File: src/rtl/mrrc_pkg.sv
package mrrc_pkg;

    // Frame geometry and CRC constants.
    localparam int unsigned MaxFrame   = 256;
    localparam int unsigned LenWidth   = 9;
    localparam logic [15:0] CrcInit    = 16'hFFFF;
    localparam logic [15:0] CrcPoly    = 16'hA001;
    localparam logic [8:0]  IdleLength = 9'd5;
    localparam logic [8:0]  HeaderLen  = 9'd3;

    // Configuration register indexes.
    localparam logic [1:0] CFG_SLAVE_ADDRESS  = 2'd0;
    localparam logic [1:0] CFG_FUNCTION_CODE  = 2'd1;
    localparam logic [1:0] CFG_EXPECTED_COUNT = 2'd2;

    // End-of-frame status codes.
    typedef enum logic [2:0] {
        ST_GOOD      = 3'd0,
        ST_CRC       = 3'd1,
        ST_ADDRESS   = 3'd2,
        ST_FUNCTION  = 3'd3,
        ST_COUNT     = 3'd4,
        ST_EXCEPTION = 3'd5,
        ST_TIMEOUT   = 3'd6,
        ST_TOO_LONG  = 3'd7
    } t_status;

    // Result word kinds.
    localparam logic KIND_DATA   = 1'b0;
    localparam logic KIND_STATUS = 1'b1;

    // One result word.
    typedef struct packed {
        logic       kind;
        logic [7:0] data_byte;
        logic [7:0] byte_index;
        t_status    status;
        logic [7:0] exception_code;
    } t_result;

    // CRC-16 update for one byte, least significant bit first.
    function automatic logic [15:0] crc_byte(input logic [15:0] crc_in, input logic [7:0] b);
        logic [15:0] c;
        c = crc_in ^ {8'h00, b};
        for (int k = 0; k < 8; k++) begin
            if (c[0]) begin
                c = (c >> 1) ^ CrcPoly;
            end else begin
                c = c >> 1;
            end
        end
        return c;
    endfunction

endpackage

File: src/rtl/mrrc_out_skid.sv
module mrrc_out_skid import mrrc_pkg::*; (
    input  logic    i_clk,
    input  logic    i_rst_n,
    input  logic    i_push,
    input  t_result i_word,
    output logic    o_full,
    output logic    o_valid,
    input  logic    i_ready,
    output t_result o_word
);

    logic    r_main_valid;
    logic    r_skid_valid;
    t_result r_main;
    t_result r_skid;
    logic    take;

    assign take    = r_main_valid && i_ready;
    assign o_valid = r_main_valid;
    assign o_word  = r_main;
    assign o_full  = r_skid_valid;

    // Control: the skid entry holds a word that arrived while the output was stalled.
    always_ff @(posedge i_clk) begin
        if (!i_rst_n) begin
            r_main_valid <= 1'b0;
            r_skid_valid <= 1'b0;
        end else if (!r_main_valid || take) begin
            r_main_valid <= r_skid_valid || i_push;
            r_skid_valid <= 1'b0;
        end else if (i_push) begin
            r_skid_valid <= 1'b1;
        end
    end

    // Payload moves without reset.
    always_ff @(posedge i_clk) begin
        if (!r_main_valid || take) begin
            r_main <= r_skid_valid ? r_skid : i_word;
        end else if (i_push) begin
            r_skid <= i_word;
        end
    end

endmodule

File: src/rtl/modbus_rtu_response_checker_core.sv
// A result word is registered in the output buffer before it is presented.
// One byte is accepted per cycle while input ready is high; the CRC update for a byte is combinational.
// A two-entry output buffer lowers input ready only while two result words are waiting.
// Reset (synchronous, active low) closes any open frame, empties the output buffer
// and loads the configuration defaults: address 1, function 3, byte count 2.
module modbus_rtu_response_checker_core import mrrc_pkg::*; (
    input  logic       i_clk,
    input  logic       i_rst_n,
    input  logic       i_cfg_we,
    input  logic [1:0] i_cfg_index,
    input  logic [7:0] i_cfg_data,
    input  logic       i_in_valid,
    output logic       o_in_ready,
    input  logic [7:0] i_rx_byte,
    input  logic       i_frame_start,
    input  logic       i_gap,
    output logic       o_out_valid,
    input  logic       i_out_ready,
    output logic       o_kind,
    output logic [7:0] o_data_byte,
    output logic [7:0] o_byte_index,
    output logic [2:0] o_status,
    output logic [7:0] o_exception_code
);

    // Configuration registers.
    logic [7:0] r_slave_address;
    logic [6:0] r_function_code;
    logic [7:0] r_expected_count;

    // Frame state.
    logic [15:0]         r_crc, n_crc;
    logic [LenWidth-1:0] r_cnt, n_cnt;
    logic [LenWidth-1:0] r_len, n_len;
    logic                r_in_frame, n_in_frame;
    t_status             r_herr, n_herr;
    logic [7:0]          r_crc_low, n_crc_low;
    logic                r_exc, n_exc;
    logic [7:0]          r_held_exc, n_held_exc;

    // Working copies after an optional restart.
    logic [15:0]         c_crc;
    logic [LenWidth-1:0] c_cnt;
    logic [LenWidth-1:0] c_len;
    t_status             c_herr;
    logic                c_exc;
    logic [LenWidth:0]   p_plus2;
    logic [LenWidth:0]   len_need;
    logic [15:0]         got_crc;

    logic    accept;
    logic    res_valid;
    t_result res;
    t_result out_word;
    logic    buf_full;

    assign accept     = i_in_valid && o_in_ready;
    assign o_in_ready = !buf_full;

    // Configuration writes.
    always_ff @(posedge i_clk) begin
        if (!i_rst_n) begin
            r_slave_address  <= 8'd1;
            r_function_code  <= 7'd3;
            r_expected_count <= 8'd2;
        end else if (i_cfg_we) begin
            case (i_cfg_index)
                CFG_SLAVE_ADDRESS:  r_slave_address  <= i_cfg_data;
                CFG_FUNCTION_CODE:  r_function_code  <= i_cfg_data[6:0];
                CFG_EXPECTED_COUNT: r_expected_count <= i_cfg_data;
                default: ;
            endcase
        end
    end

    // Per-byte frame checking.
    always_comb begin
        n_crc      = r_crc;
        n_cnt      = r_cnt;
        n_len      = r_len;
        n_in_frame = r_in_frame;
        n_herr     = r_herr;
        n_crc_low  = r_crc_low;
        n_exc      = r_exc;
        n_held_exc = r_held_exc;
        res_valid  = 1'b0;
        res        = '0;
        c_crc      = r_crc;
        c_cnt      = r_cnt;
        c_len      = r_len;
        c_herr     = r_herr;
        c_exc      = r_exc;
        p_plus2    = '0;
        len_need   = '0;
        got_crc    = {i_rx_byte, r_crc_low};

        if (accept) begin
            if (i_gap) begin
                // Silence ends an open frame with a timeout.
                if (r_in_frame) begin
                    res_valid      = 1'b1;
                    res.kind       = KIND_STATUS;
                    res.byte_index = r_cnt[7:0];
                    res.status     = ST_TIMEOUT;
                    n_crc      = CrcInit;
                    n_cnt      = '0;
                    n_len      = IdleLength;
                    n_in_frame = 1'b0;
                    n_herr     = ST_GOOD;
                    n_crc_low  = '0;
                    n_exc      = 1'b0;
                    n_held_exc = '0;
                end
            end else if (i_frame_start || r_in_frame) begin
                // A start byte inside an open frame reports that frame as timed out.
                if (i_frame_start) begin
                    if (r_in_frame) begin
                        res_valid      = 1'b1;
                        res.kind       = KIND_STATUS;
                        res.byte_index = r_cnt[7:0];
                        res.status     = ST_TIMEOUT;
                    end
                    c_crc      = CrcInit;
                    c_cnt      = '0;
                    c_len      = IdleLength;
                    c_herr     = ST_GOOD;
                    c_exc      = 1'b0;
                    n_crc_low  = '0;
                    n_held_exc = '0;
                end
                n_in_frame = 1'b1;
                n_crc      = c_crc;
                n_len      = c_len;
                n_herr     = c_herr;
                n_exc      = c_exc;
                n_cnt      = c_cnt + 1'b1;
                p_plus2    = {1'b0, c_cnt} + (LenWidth+1)'(2);

                if (p_plus2 < {1'b0, c_len}) begin
                    // Header and payload bytes go into the CRC.
                    n_crc = crc_byte(c_crc, i_rx_byte);
                    if (c_cnt == '0) begin
                        if (i_rx_byte != r_slave_address) begin
                            n_herr = ST_ADDRESS;
                        end
                    end else if (c_cnt == LenWidth'(1)) begin
                        n_exc = i_rx_byte[7];
                        if (i_rx_byte[6:0] != r_function_code && c_herr == ST_GOOD) begin
                            n_herr = ST_FUNCTION;
                        end
                    end else if (c_cnt == LenWidth'(2)) begin
                        if (c_exc) begin
                            n_held_exc = i_rx_byte;
                        end else begin
                            if (i_rx_byte != r_expected_count && c_herr == ST_GOOD) begin
                                n_herr = ST_COUNT;
                            end
                            len_need = (LenWidth+1)'(i_rx_byte) + (LenWidth+1)'(5);
                            if (len_need > (LenWidth+1)'(MaxFrame)) begin
                                // The announced length cannot fit: report and drop the frame.
                                res_valid      = 1'b1;
                                res.kind       = KIND_STATUS;
                                res.byte_index = HeaderLen[7:0];
                                res.status     = ST_TOO_LONG;
                                n_crc      = CrcInit;
                                n_cnt      = '0;
                                n_len      = IdleLength;
                                n_in_frame = 1'b0;
                                n_herr     = ST_GOOD;
                                n_crc_low  = '0;
                                n_exc      = 1'b0;
                                n_held_exc = '0;
                            end else begin
                                n_len = len_need[LenWidth-1:0];
                            end
                        end
                    end else begin
                        // Payload byte is forwarded with its position.
                        res_valid      = 1'b1;
                        res.kind       = KIND_DATA;
                        res.data_byte  = i_rx_byte;
                        res.byte_index = 8'(c_cnt - HeaderLen);
                        res.status     = ST_GOOD;
                    end
                end else if (p_plus2 == {1'b0, c_len}) begin
                    n_crc_low = i_rx_byte;
                end else begin
                    // Last byte: compare the CRC and give the frame status.
                    res_valid      = 1'b1;
                    res.kind       = KIND_STATUS;
                    res.byte_index = 8'(c_cnt + 1'b1);
                    if (got_crc != c_crc) begin
                        res.status = ST_CRC;
                    end else if (c_herr != ST_GOOD) begin
                        res.status = c_herr;
                    end else if (c_exc) begin
                        res.status         = ST_EXCEPTION;
                        res.exception_code = r_held_exc;
                    end else begin
                        res.status = ST_GOOD;
                    end
                    n_crc      = CrcInit;
                    n_cnt      = '0;
                    n_len      = IdleLength;
                    n_in_frame = 1'b0;
                    n_herr     = ST_GOOD;
                    n_crc_low  = '0;
                    n_exc      = 1'b0;
                    n_held_exc = '0;
                end
            end
        end
    end

    // Frame state registers.
    always_ff @(posedge i_clk) begin
        if (!i_rst_n) begin
            r_crc      <= CrcInit;
            r_cnt      <= '0;
            r_len      <= IdleLength;
            r_in_frame <= 1'b0;
            r_herr     <= ST_GOOD;
            r_crc_low  <= '0;
            r_exc      <= 1'b0;
            r_held_exc <= '0;
        end else begin
            r_crc      <= n_crc;
            r_cnt      <= n_cnt;
            r_len      <= n_len;
            r_in_frame <= n_in_frame;
            r_herr     <= n_herr;
            r_crc_low  <= n_crc_low;
            r_exc      <= n_exc;
            r_held_exc <= n_held_exc;
        end
    end

    // Result buffer between the checker and the output channel.
    mrrc_out_skid u_out (
        .i_clk   (i_clk),
        .i_rst_n (i_rst_n),
        .i_push  (res_valid),
        .i_word  (res),
        .o_full  (buf_full),
        .o_valid (o_out_valid),
        .i_ready (i_out_ready),
        .o_word  (out_word)
    );

    assign o_kind           = out_word.kind;
    assign o_data_byte      = out_word.data_byte;
    assign o_byte_index     = out_word.byte_index;
    assign o_status         = out_word.status;
    assign o_exception_code = out_word.exception_code;

endmodule

File: config.mk
export PLATFORM = sky130hd
export DESIGN_NAME = modbus_rtu_response_checker_core
export DESIGN_NICKNAME = d
export VERILOG_FILES = /design/src/rtl/mrrc_pkg.sv /design/src/rtl/mrrc_out_skid.sv /design/src/rtl/modbus_rtu_response_checker_core.sv
export SDC_FILE = /design/constraint.sdc
export NUM_CORES = 1
export LEC_CHECK = 0
export BUFFER_PORTS_ARGS = -buffer_cell sky130_fd_sc_hd__buf_2
export CAP_MARGIN = 15
export CORE_MARGIN = 2
export CORE_UTILIZATION = 25
export DETAILED_ROUTE_END_ITERATION = 10
export SLEW_MARGIN = 20
export SYNTH_ARGS = -nofsm -noshare
export SYNTH_HDL_FRONTEND = slang
export SYNTH_SLANG_ARGS = --single-unit
File: constraint.sdc
create_clock -name i_clk -period 6.8 [get_ports i_clk]
set_input_delay 0.68 -clock i_clk [delete_from_list [all_inputs] [get_ports i_clk]]
set_output_delay 0.68 -clock i_clk [all_outputs]
set_load 0.01 [all_outputs]
==> results of run 1 <==
-- cell families after synthesis --
logic type                 Yosys count  share of synthesized area, %
and+or+nand+nor                    293                         19.94
muxes                               27                         3.481
xor gates and xnor gates            73                         8.687
DFF                                136                         42.29
AOI/OAI and AO/OA                  206                         18.92
buffers and inverters               70                         4.110
adders and majority gates           16                         2.579
-- critical path, cell delays in order --
cell                      delay, ns
sky130_fd_sc_hd__buf_2         0.12
sky130_fd_sc_hd__inv_1         0.23
sky130_fd_sc_hd__nand2_1       0.18
sky130_fd_sc_hd__inv_1         0.16
sky130_fd_sc_hd__ha_1          0.30
sky130_fd_sc_hd__inv_1         0.06
sky130_fd_sc_hd__nor2_1        0.23
sky130_fd_sc_hd__nand2_1       0.11
sky130_fd_sc_hd__xnor2_1       0.16
sky130_fd_sc_hd__nor2_1        0.06
sky130_fd_sc_hd__ha_1          0.32
sky130_fd_sc_hd__a21o_1        0.17
sky130_fd_sc_hd__a21oi_1       0.25
sky130_fd_sc_hd__and2_1        0.33
sky130_fd_sc_hd__nand2_1       0.35
sky130_fd_sc_hd__o41ai_1       0.48
sky130_fd_sc_hd__a31oi_1       0.19
sky130_fd_sc_hd__and2_1        0.19
sky130_fd_sc_hd__buf_4         0.25
-- routing by layer --
layer	track usage (%)	up-vias	routed length [µm]
met1	18.34	3087	10100
met2	20.35	218	9552
met3	2.627	23	1240
met4	3.935	0	290
met5	0	-	0
li1	-	3080	-
-- registers in the layout, indices dropped and copies added, names as in the netlist, 7 cells and up --
signal            flops
r_function_code       7
r_len                 9
r_crc                16
u_out.r_skid         28
r_held_exc            8
r_crc_low             8
r_slave_address       8
r_expected_count      8
r_cnt                 9
u_out.o_word         28
-- cell type report --
class | count | area (µm²)
Inverter | 17 | 63.81
Clock buffer | 19 | 452.9
Fill cell | 3239 | 21670
Multi-Input combinational cell | 615 | 4167
Sequential cell | 136 | 3283
Tap cell | 396 | 495.5
Timing Repair Buffer | 61 | 322.8
Clock inverter | 13 | 133.9
-- layout by cell type (no fill, tap or decap), types with 5 or more instances in the layout --
master                      Yosys  routed
sky130_fd_sc_hd__clkbuf_16      0      17
sky130_fd_sc_hd__nor3_1        26      25
sky130_fd_sc_hd__edfxtp_1      56      56
sky130_fd_sc_hd__o211ai_1       8       8
sky130_fd_sc_hd__nand2b_1       8       8
sky130_fd_sc_hd__o31ai_1        5       5
sky130_fd_sc_hd__a22oi_1        5       5
sky130_fd_sc_hd__a21o_1        22      22
sky130_fd_sc_hd__xnor2_1       45      45
sky130_fd_sc_hd__nand2_1       62      62
sky130_fd_sc_hd__o22a_1         6       6
sky130_fd_sc_hd__buf_4          5       7
sky130_fd_sc_hd__inv_1         17      16
sky130_fd_sc_hd__a21oi_1       49      49
sky130_fd_sc_hd__o22ai_1        7       7
sky130_fd_sc_hd__ha_1          16      16
sky130_fd_sc_hd__and3_1         7       7
sky130_fd_sc_hd__a31oi_1        7       7
sky130_fd_sc_hd__xor2_1        25      25
sky130_fd_sc_hd__nor2b_1       27      27
sky130_fd_sc_hd__buf_2         12      54
sky130_fd_sc_hd__a22o_1        28      28
sky130_fd_sc_hd__and2_1        27      27
sky130_fd_sc_hd__nand3_1       29      29
sky130_fd_sc_hd__mux2i_1       27      27
sky130_fd_sc_hd__dfxtp_1       80      80
sky130_fd_sc_hd__o21ai_1        5       5
sky130_fd_sc_hd__nand4_1       17      17
sky130_fd_sc_hd__o21ai_0       16      16
sky130_fd_sc_hd__nor2_1        56      56
-- stage by stage --
stage	instances	cell area (µm²)	power (mW)	hold WS (ns)
after floorplan	821	7764	1.008	0.4259
after global placement	1225	8327	1.056	0.4377
after detailed placement	1225	8327	1.057	0.4463
after CTS	1257	8914	1.979	0.4558
after global routing	1257	8919	2.033	0.4680
final	1257	8919	1.962	0.4541
-- worst max path at each step --
stage	start	endpoint	slack [ns]	cells after the start
2_1_floorplan	i_frame_start	u_out.r_skid[0]	1.68	21
3_5_place_dp	i_frame_start	u_out.r_skid[0]	1.80	19
3_3_place_gp	i_frame_start	u_out.r_skid[0]	1.90	19
4_1_cts	i_frame_start	u_out.r_skid[2]	2.21	19
5_1_grt	i_frame_start	u_out.r_skid[2]	1.81	19
6_report	i_frame_start	u_out.r_skid[5]	2.14	19
-- power by group --
group	total [mW]	internal, mW	switching, mW
registers	0.871	0.858	0.0131
logic	0.170	0.0664	0.103
clock network	0.921	0.533	0.389
total	1.96	1.46	0.505
==> reports/metrics.yaml, run 1 <==
clocking:
  cts_max_path_buffers: 2
  cts_num_sinks: 136
  cts_root_buffer: "sky130_fd_sc_hd__clkbuf_16"
  postCtsSetupRepairBufs: 0
  worst_skew_pair.late_latency_ns: 0.43
  cts_buffers: 17
  cts.clk_slew.worst_paths_ns: 0.06
  cts_tree: "done"
  post_cts_hold_buffer_count: 0
  cts-resized-gates: 0
  cts_htree_levels: 4
floorplanning:
  core.rowCount: 64
  area_inside_the_core_boundary_um2: 30590
  io_pins: 55
  die-width_um: 180.2
  floorplan.initialDensity_pct: 25.38
  total_die_area_um2: 32480
  die_h_um: 180.2
sta:
  timing.final.setup_violations: 0
  unrepaired_setup_endpoints_after_global_routing: "false"
  max_slew.worst_pin.slew_ns: 0.9665
  worst_setup_slack_after_layout_ns: 2.136
  maxClockFrequency_ghz: 0.2144
  fin_crit_sh_pct: 68.59
  finalHoldViolCount: 0
  timing.slew.headroom_pct: 35.07
  period_minus_slack_ns: 4.664
  setup-tns-final_ns: 0
  worst_clock_skew_ns: 0.01380
  max_slew_violation_total_from_the_final_report: 0
yosys:
  yosysTopAreaCellShare_pct: 21.66
  synth_fp_nets: 862
  synth_enable_flop_cells: 56
  post_synthesis_register_bit_count: 136
  ys_top_cells_by_area: "sky130_fd_sc_hd__edfxtp_1, sky130_fd_sc_hd__dfxtp_1, sky130_fd_sc_hd__xnor2_1, sky130_fd_sc_hd__mux2i_1, sky130_fd_sc_hd__a21oi_1"
  yosys_warnings: 0
  synth_area_leader_cell: "sky130_fd_sc_hd__edfxtp_1"
  synth-seq-area-share_pct: 42.29
  postSynth.topFlopCell: "sky130_fd_sc_hd__dfxtp_1"
  synth_commonest_cells: "sky130_fd_sc_hd__dfxtp_1, sky130_fd_sc_hd__nand2_1, sky130_fd_sc_hd__edfxtp_1, sky130_fd_sc_hd__nor2_1, sky130_fd_sc_hd__a21oi_1"
  synth_area_per_cell_um2: 9.456
  synth_async_sr_flop_share_pct: 0
  area_of_the_mapped_netlist_um2: 7764
  post_synth_num_cell_types: 80
  postSynthCellCount: 821
  dominant_cell_by_count_in_the_synthesized_netlist: "sky130_fd_sc_hd__dfxtp_1"
worst_setup_path:
  r2r_slack_ns: 2.20
  crit_arrival_ns: 4.82
  critPathRequiredTime_ns: 6.95
  timing.rr.start: "r_cnt[2]"
  timing_worst_setup_path_type: "input pin to flip-flop"
  worst_reg_to_reg_cells: 17
  crit_path_max_fanout: 28
  worstSetupEndpointType: "flip-flop"
  critPathLaunchType: "input pin"
  reg2reg_to: "u_out.r_skid[5]"
routing:
  antenna_violating_nets_post_route: 0
  drt_pre_antenna_iters: 6
  routed_wl_um: 21180
  detailedRoute.firstIterationViolations: 494
  route.vias.total: 6408
  detail_route.drc_violations: 0
  wire_per_inst_um: 16.85
  routed_via_density: 5.098
power_and_ir_drop:
  vdd_drop_max_v: 0.0001746
  power_density_nw_per_um2: 220.0
  static-leakage-power_nw: 3.630
run_status:
  run_status: "completed"
global_route:
  antenna_found_initial: 0
  first_global_vias: 6240
  grt_first_pass_wirelength_um: 34480
  pin_count_of_the_biggest_net_entering_global_routing: 61
  globalRoute.totalOverflow: 0
  grtUsageTotal_pct: 13.11
place:
  detailedPlace.worstSlack_ns: 1.804
  place.port_buffers: 54
  gp_routability_congestion: 0.9215
  detailedPlacementHpwl_um: 14790
cells_and_area:
  final_layout_size_suffix_gt1_share_pct: 12.78
  layout.nets: 889
  final_util_pct: 29.16
  layout-area-overhead-vs-synth_pct: 14.88
  n_antenna_cell: 0
worst_hold_path:
  worstHoldStart: "r_len[2]"
  hold_path.class: "flip-flop to flip-flop"
  timing.hold.worst_endpoint: "r_len[2]"
  cell_depth_of_the_worst_hold_path: 2
job:
  cap_viol_max_count: 0
Note: power is estimated with default switching activity, not from simulation.
==> run 2, diff against run 1 <==
Clock period 6.8 ns to 4.8 ns, I/O delays scaled along.
==> reports/metrics.yaml, run 2 (synthesized netlist as in run 1, its figures left out) <==
cells_and_area:
  final_layout_size_suffix_gt1_share_pct: 13.48
  most-common-layout-cells: "sky130_fd_sc_hd__dfxtp_1, sky130_fd_sc_hd__nand2_1, sky130_fd_sc_hd__nor2_1, sky130_fd_sc_hd__edfxtp_1, sky130_fd_sc_hd__buf_2"
  layout.nets: 896
  final_util_pct: 29.34
  mostFrequentLayoutCell: "sky130_fd_sc_hd__dfxtp_1"
  layout-area-overhead-vs-synth_pct: 15.62
  fill_cells: 3234
  n_antenna_cell: 0
routing:
  detail_route.drc_violations: 0
  routed_wl_um: 21080
  wire_per_inst_um: 16.68
  detailedRoute.firstIterationViolations: 619
  route.vias.total: 6429
  drt_pre_antenna_iters: 5
  antenna_violating_nets_post_route: 0
  routed_via_density: 5.086
sta:
  fin_crit_sh_pct: 89.84
  worst_clock_skew_ns: 0.01238
  maxClockFrequency_ghz: 0.2319
  period_minus_slack_ns: 4.312
  timing.slew.headroom_pct: 32.70
  unrepaired_setup_endpoints_after_global_routing: "false"
  finalHoldViolCount: 0
  max_slew.worst_pin.slew_ns: 1.008
  max_slew_violation_total_from_the_final_report: 0
  worst_setup_slack_after_layout_ns: 0.4877
  setup-tns-final_ns: 0
  timing.final.setup_violations: 0
floorplanning:
  die_h_um: 180.2
  core.rowCount: 64
  die-width_um: 180.2
  total_die_area_um2: 32480
  area_inside_the_core_boundary_um2: 30590
  io_pins: 55
  floorplan.initialDensity_pct: 25.38
clocking:
  cts_num_sinks: 136
  cts_htree_levels: 4
  postCtsSetupRepairBufs: 0
  worst_skew_pair.late_latency_ns: 0.43
  post_cts_hold_buffer_count: 0
  cts_buffers: 17
  cts-resized-gates: 0
  cts_tree: "done"
  cts.clk_slew.worst_paths_ns: 0.06
  cts_max_path_buffers: 2
  cts_root_buffer: "sky130_fd_sc_hd__clkbuf_16"
worst_hold_path:
  hold_path.class: "input pin to flip-flop"
power_and_ir_drop:
  vdd_drop_max_v: 0.0002549
  static-leakage-power_nw: 3.676
  p_total_mw: 2.792
  power_density_nw_per_um2: 311.1
worst_setup_path:
  crit_arrival_ns: 4.38
  worstSetupEndpointType: "flip-flop"
  r2r_slack_ns: 0.49
  timing_worst_setup_path_type: "flip-flop to flip-flop"
  critPathLaunchType: "flip-flop"
  critPathRequiredTime_ns: 4.86
  crit_path_max_fanout: 28
global_route:
  pin_count_of_the_biggest_net_entering_global_routing: 61
  grt_first_pass_wirelength_um: 33690
  first_global_vias: 6104
  globalRoute.totalOverflow: 0
  antenna_found_initial: 0
  grtUsageTotal_pct: 12.91
place:
  place.port_buffers: 54
  gp_routability_congestion: 0.9241
  detailedPlace.worstSlack_ns: 0.2879
  detailedPlacementHpwl_um: 14870
run_status:
  run_status: "completed"
job:
  cap_viol_max_count: 0
run 2: cell count changes in the layout (fill, tap and decap cells not counted), sizes merged:
cell	previous run	this run
buf	61	68
clkinvlp	2	1
inv	22	23
run 2: routing by layer:
| metal | GRT usage, % | vias up | part of all wire (%) |
|---|---|---|---|
| li1 | - | 3083 | - |
| met1 | 17.95 | 3077 | 47 |
| met2 | 19.47 | 236 | 44 |
| met3 | 3.476 | 33 | 7.3 |
| met4 | 3.968 | 0 | 2.0 |
| met5 | 0 | - | 0 |
run 2: critical path, cell delays in order (launching register included):
cell and delay, ns:
sky130_fd_sc_hd__dfxtp_1 0.44, sky130_fd_sc_hd__nand2_1 0.17, sky130_fd_sc_hd__inv_1 0.17, sky130_fd_sc_hd__ha_1 0.29, sky130_fd_sc_hd__inv_1 0.06, sky130_fd_sc_hd__nor2_1 0.25
sky130_fd_sc_hd__nand2_1 0.11, sky130_fd_sc_hd__xnor2_1 0.16, sky130_fd_sc_hd__nor2_1 0.06, sky130_fd_sc_hd__ha_1 0.33, sky130_fd_sc_hd__a21o_1 0.17, sky130_fd_sc_hd__a21oi_1 0.26
sky130_fd_sc_hd__nand3_1 0.19, sky130_fd_sc_hd__a21oi_1 0.23, sky130_fd_sc_hd__o41ai_1 0.10, sky130_fd_sc_hd__a31oi_1 0.30, sky130_fd_sc_hd__and2_2 0.65
run 2: worst paths after layout:
kind | from | to | cells after the start
min | i_cfg_data[0] | r_slave_address[0] | 3
max reg2reg | r_cnt[1] | u_out.r_skid[2] | 16
min reg2reg | r_len[2] | r_len[2] | 2
max | r_cnt[1] | u_out.r_skid[2] | 16
run 2: power breakdown:
| group | leakage, nW | switching, mW | internal [mW] | total [mW] |
|---|---|---|---|---|
| logic | 2.08 | 0.146 | 0.0945 | 0.241 |
| registers | 1.30 | 0.0182 | 1.22 | 1.23 |
| clock network | 0.294 | 0.547 | 0.771 | 1.32 |
| total | 3.68 | 0.711 | 2.08 | 2.79 |
run 2: through the flow:
step / cells / hold WS, ns / instance area, µm²
after detailed placement: 1232 / 0.4472 / 8381
after global routing: 1264 / 0.2979 / 8976
after floorplan: 821 / 0.4259 / 7765
after global placement: 1232 / 0.4396 / 8381
after CTS: 1264 / 0.2917 / 8976
final: 1264 / 0.3044 / 8976
run 2: cell type report:
type / instances / area, µm² / area share (%)
inverter: 17 / 63.81 / 0.7109
clock buffer: 19 / 464.2 / 5.171
tap: 396 / 495.5 / 5.520
timing repair buffer: 68 / 375.4 / 4.182
sequential: 136 / 3283 / 36.58
clock inverter: 13 / 131.4 / 1.464
multi-input combinational: 615 / 4163 / 46.38
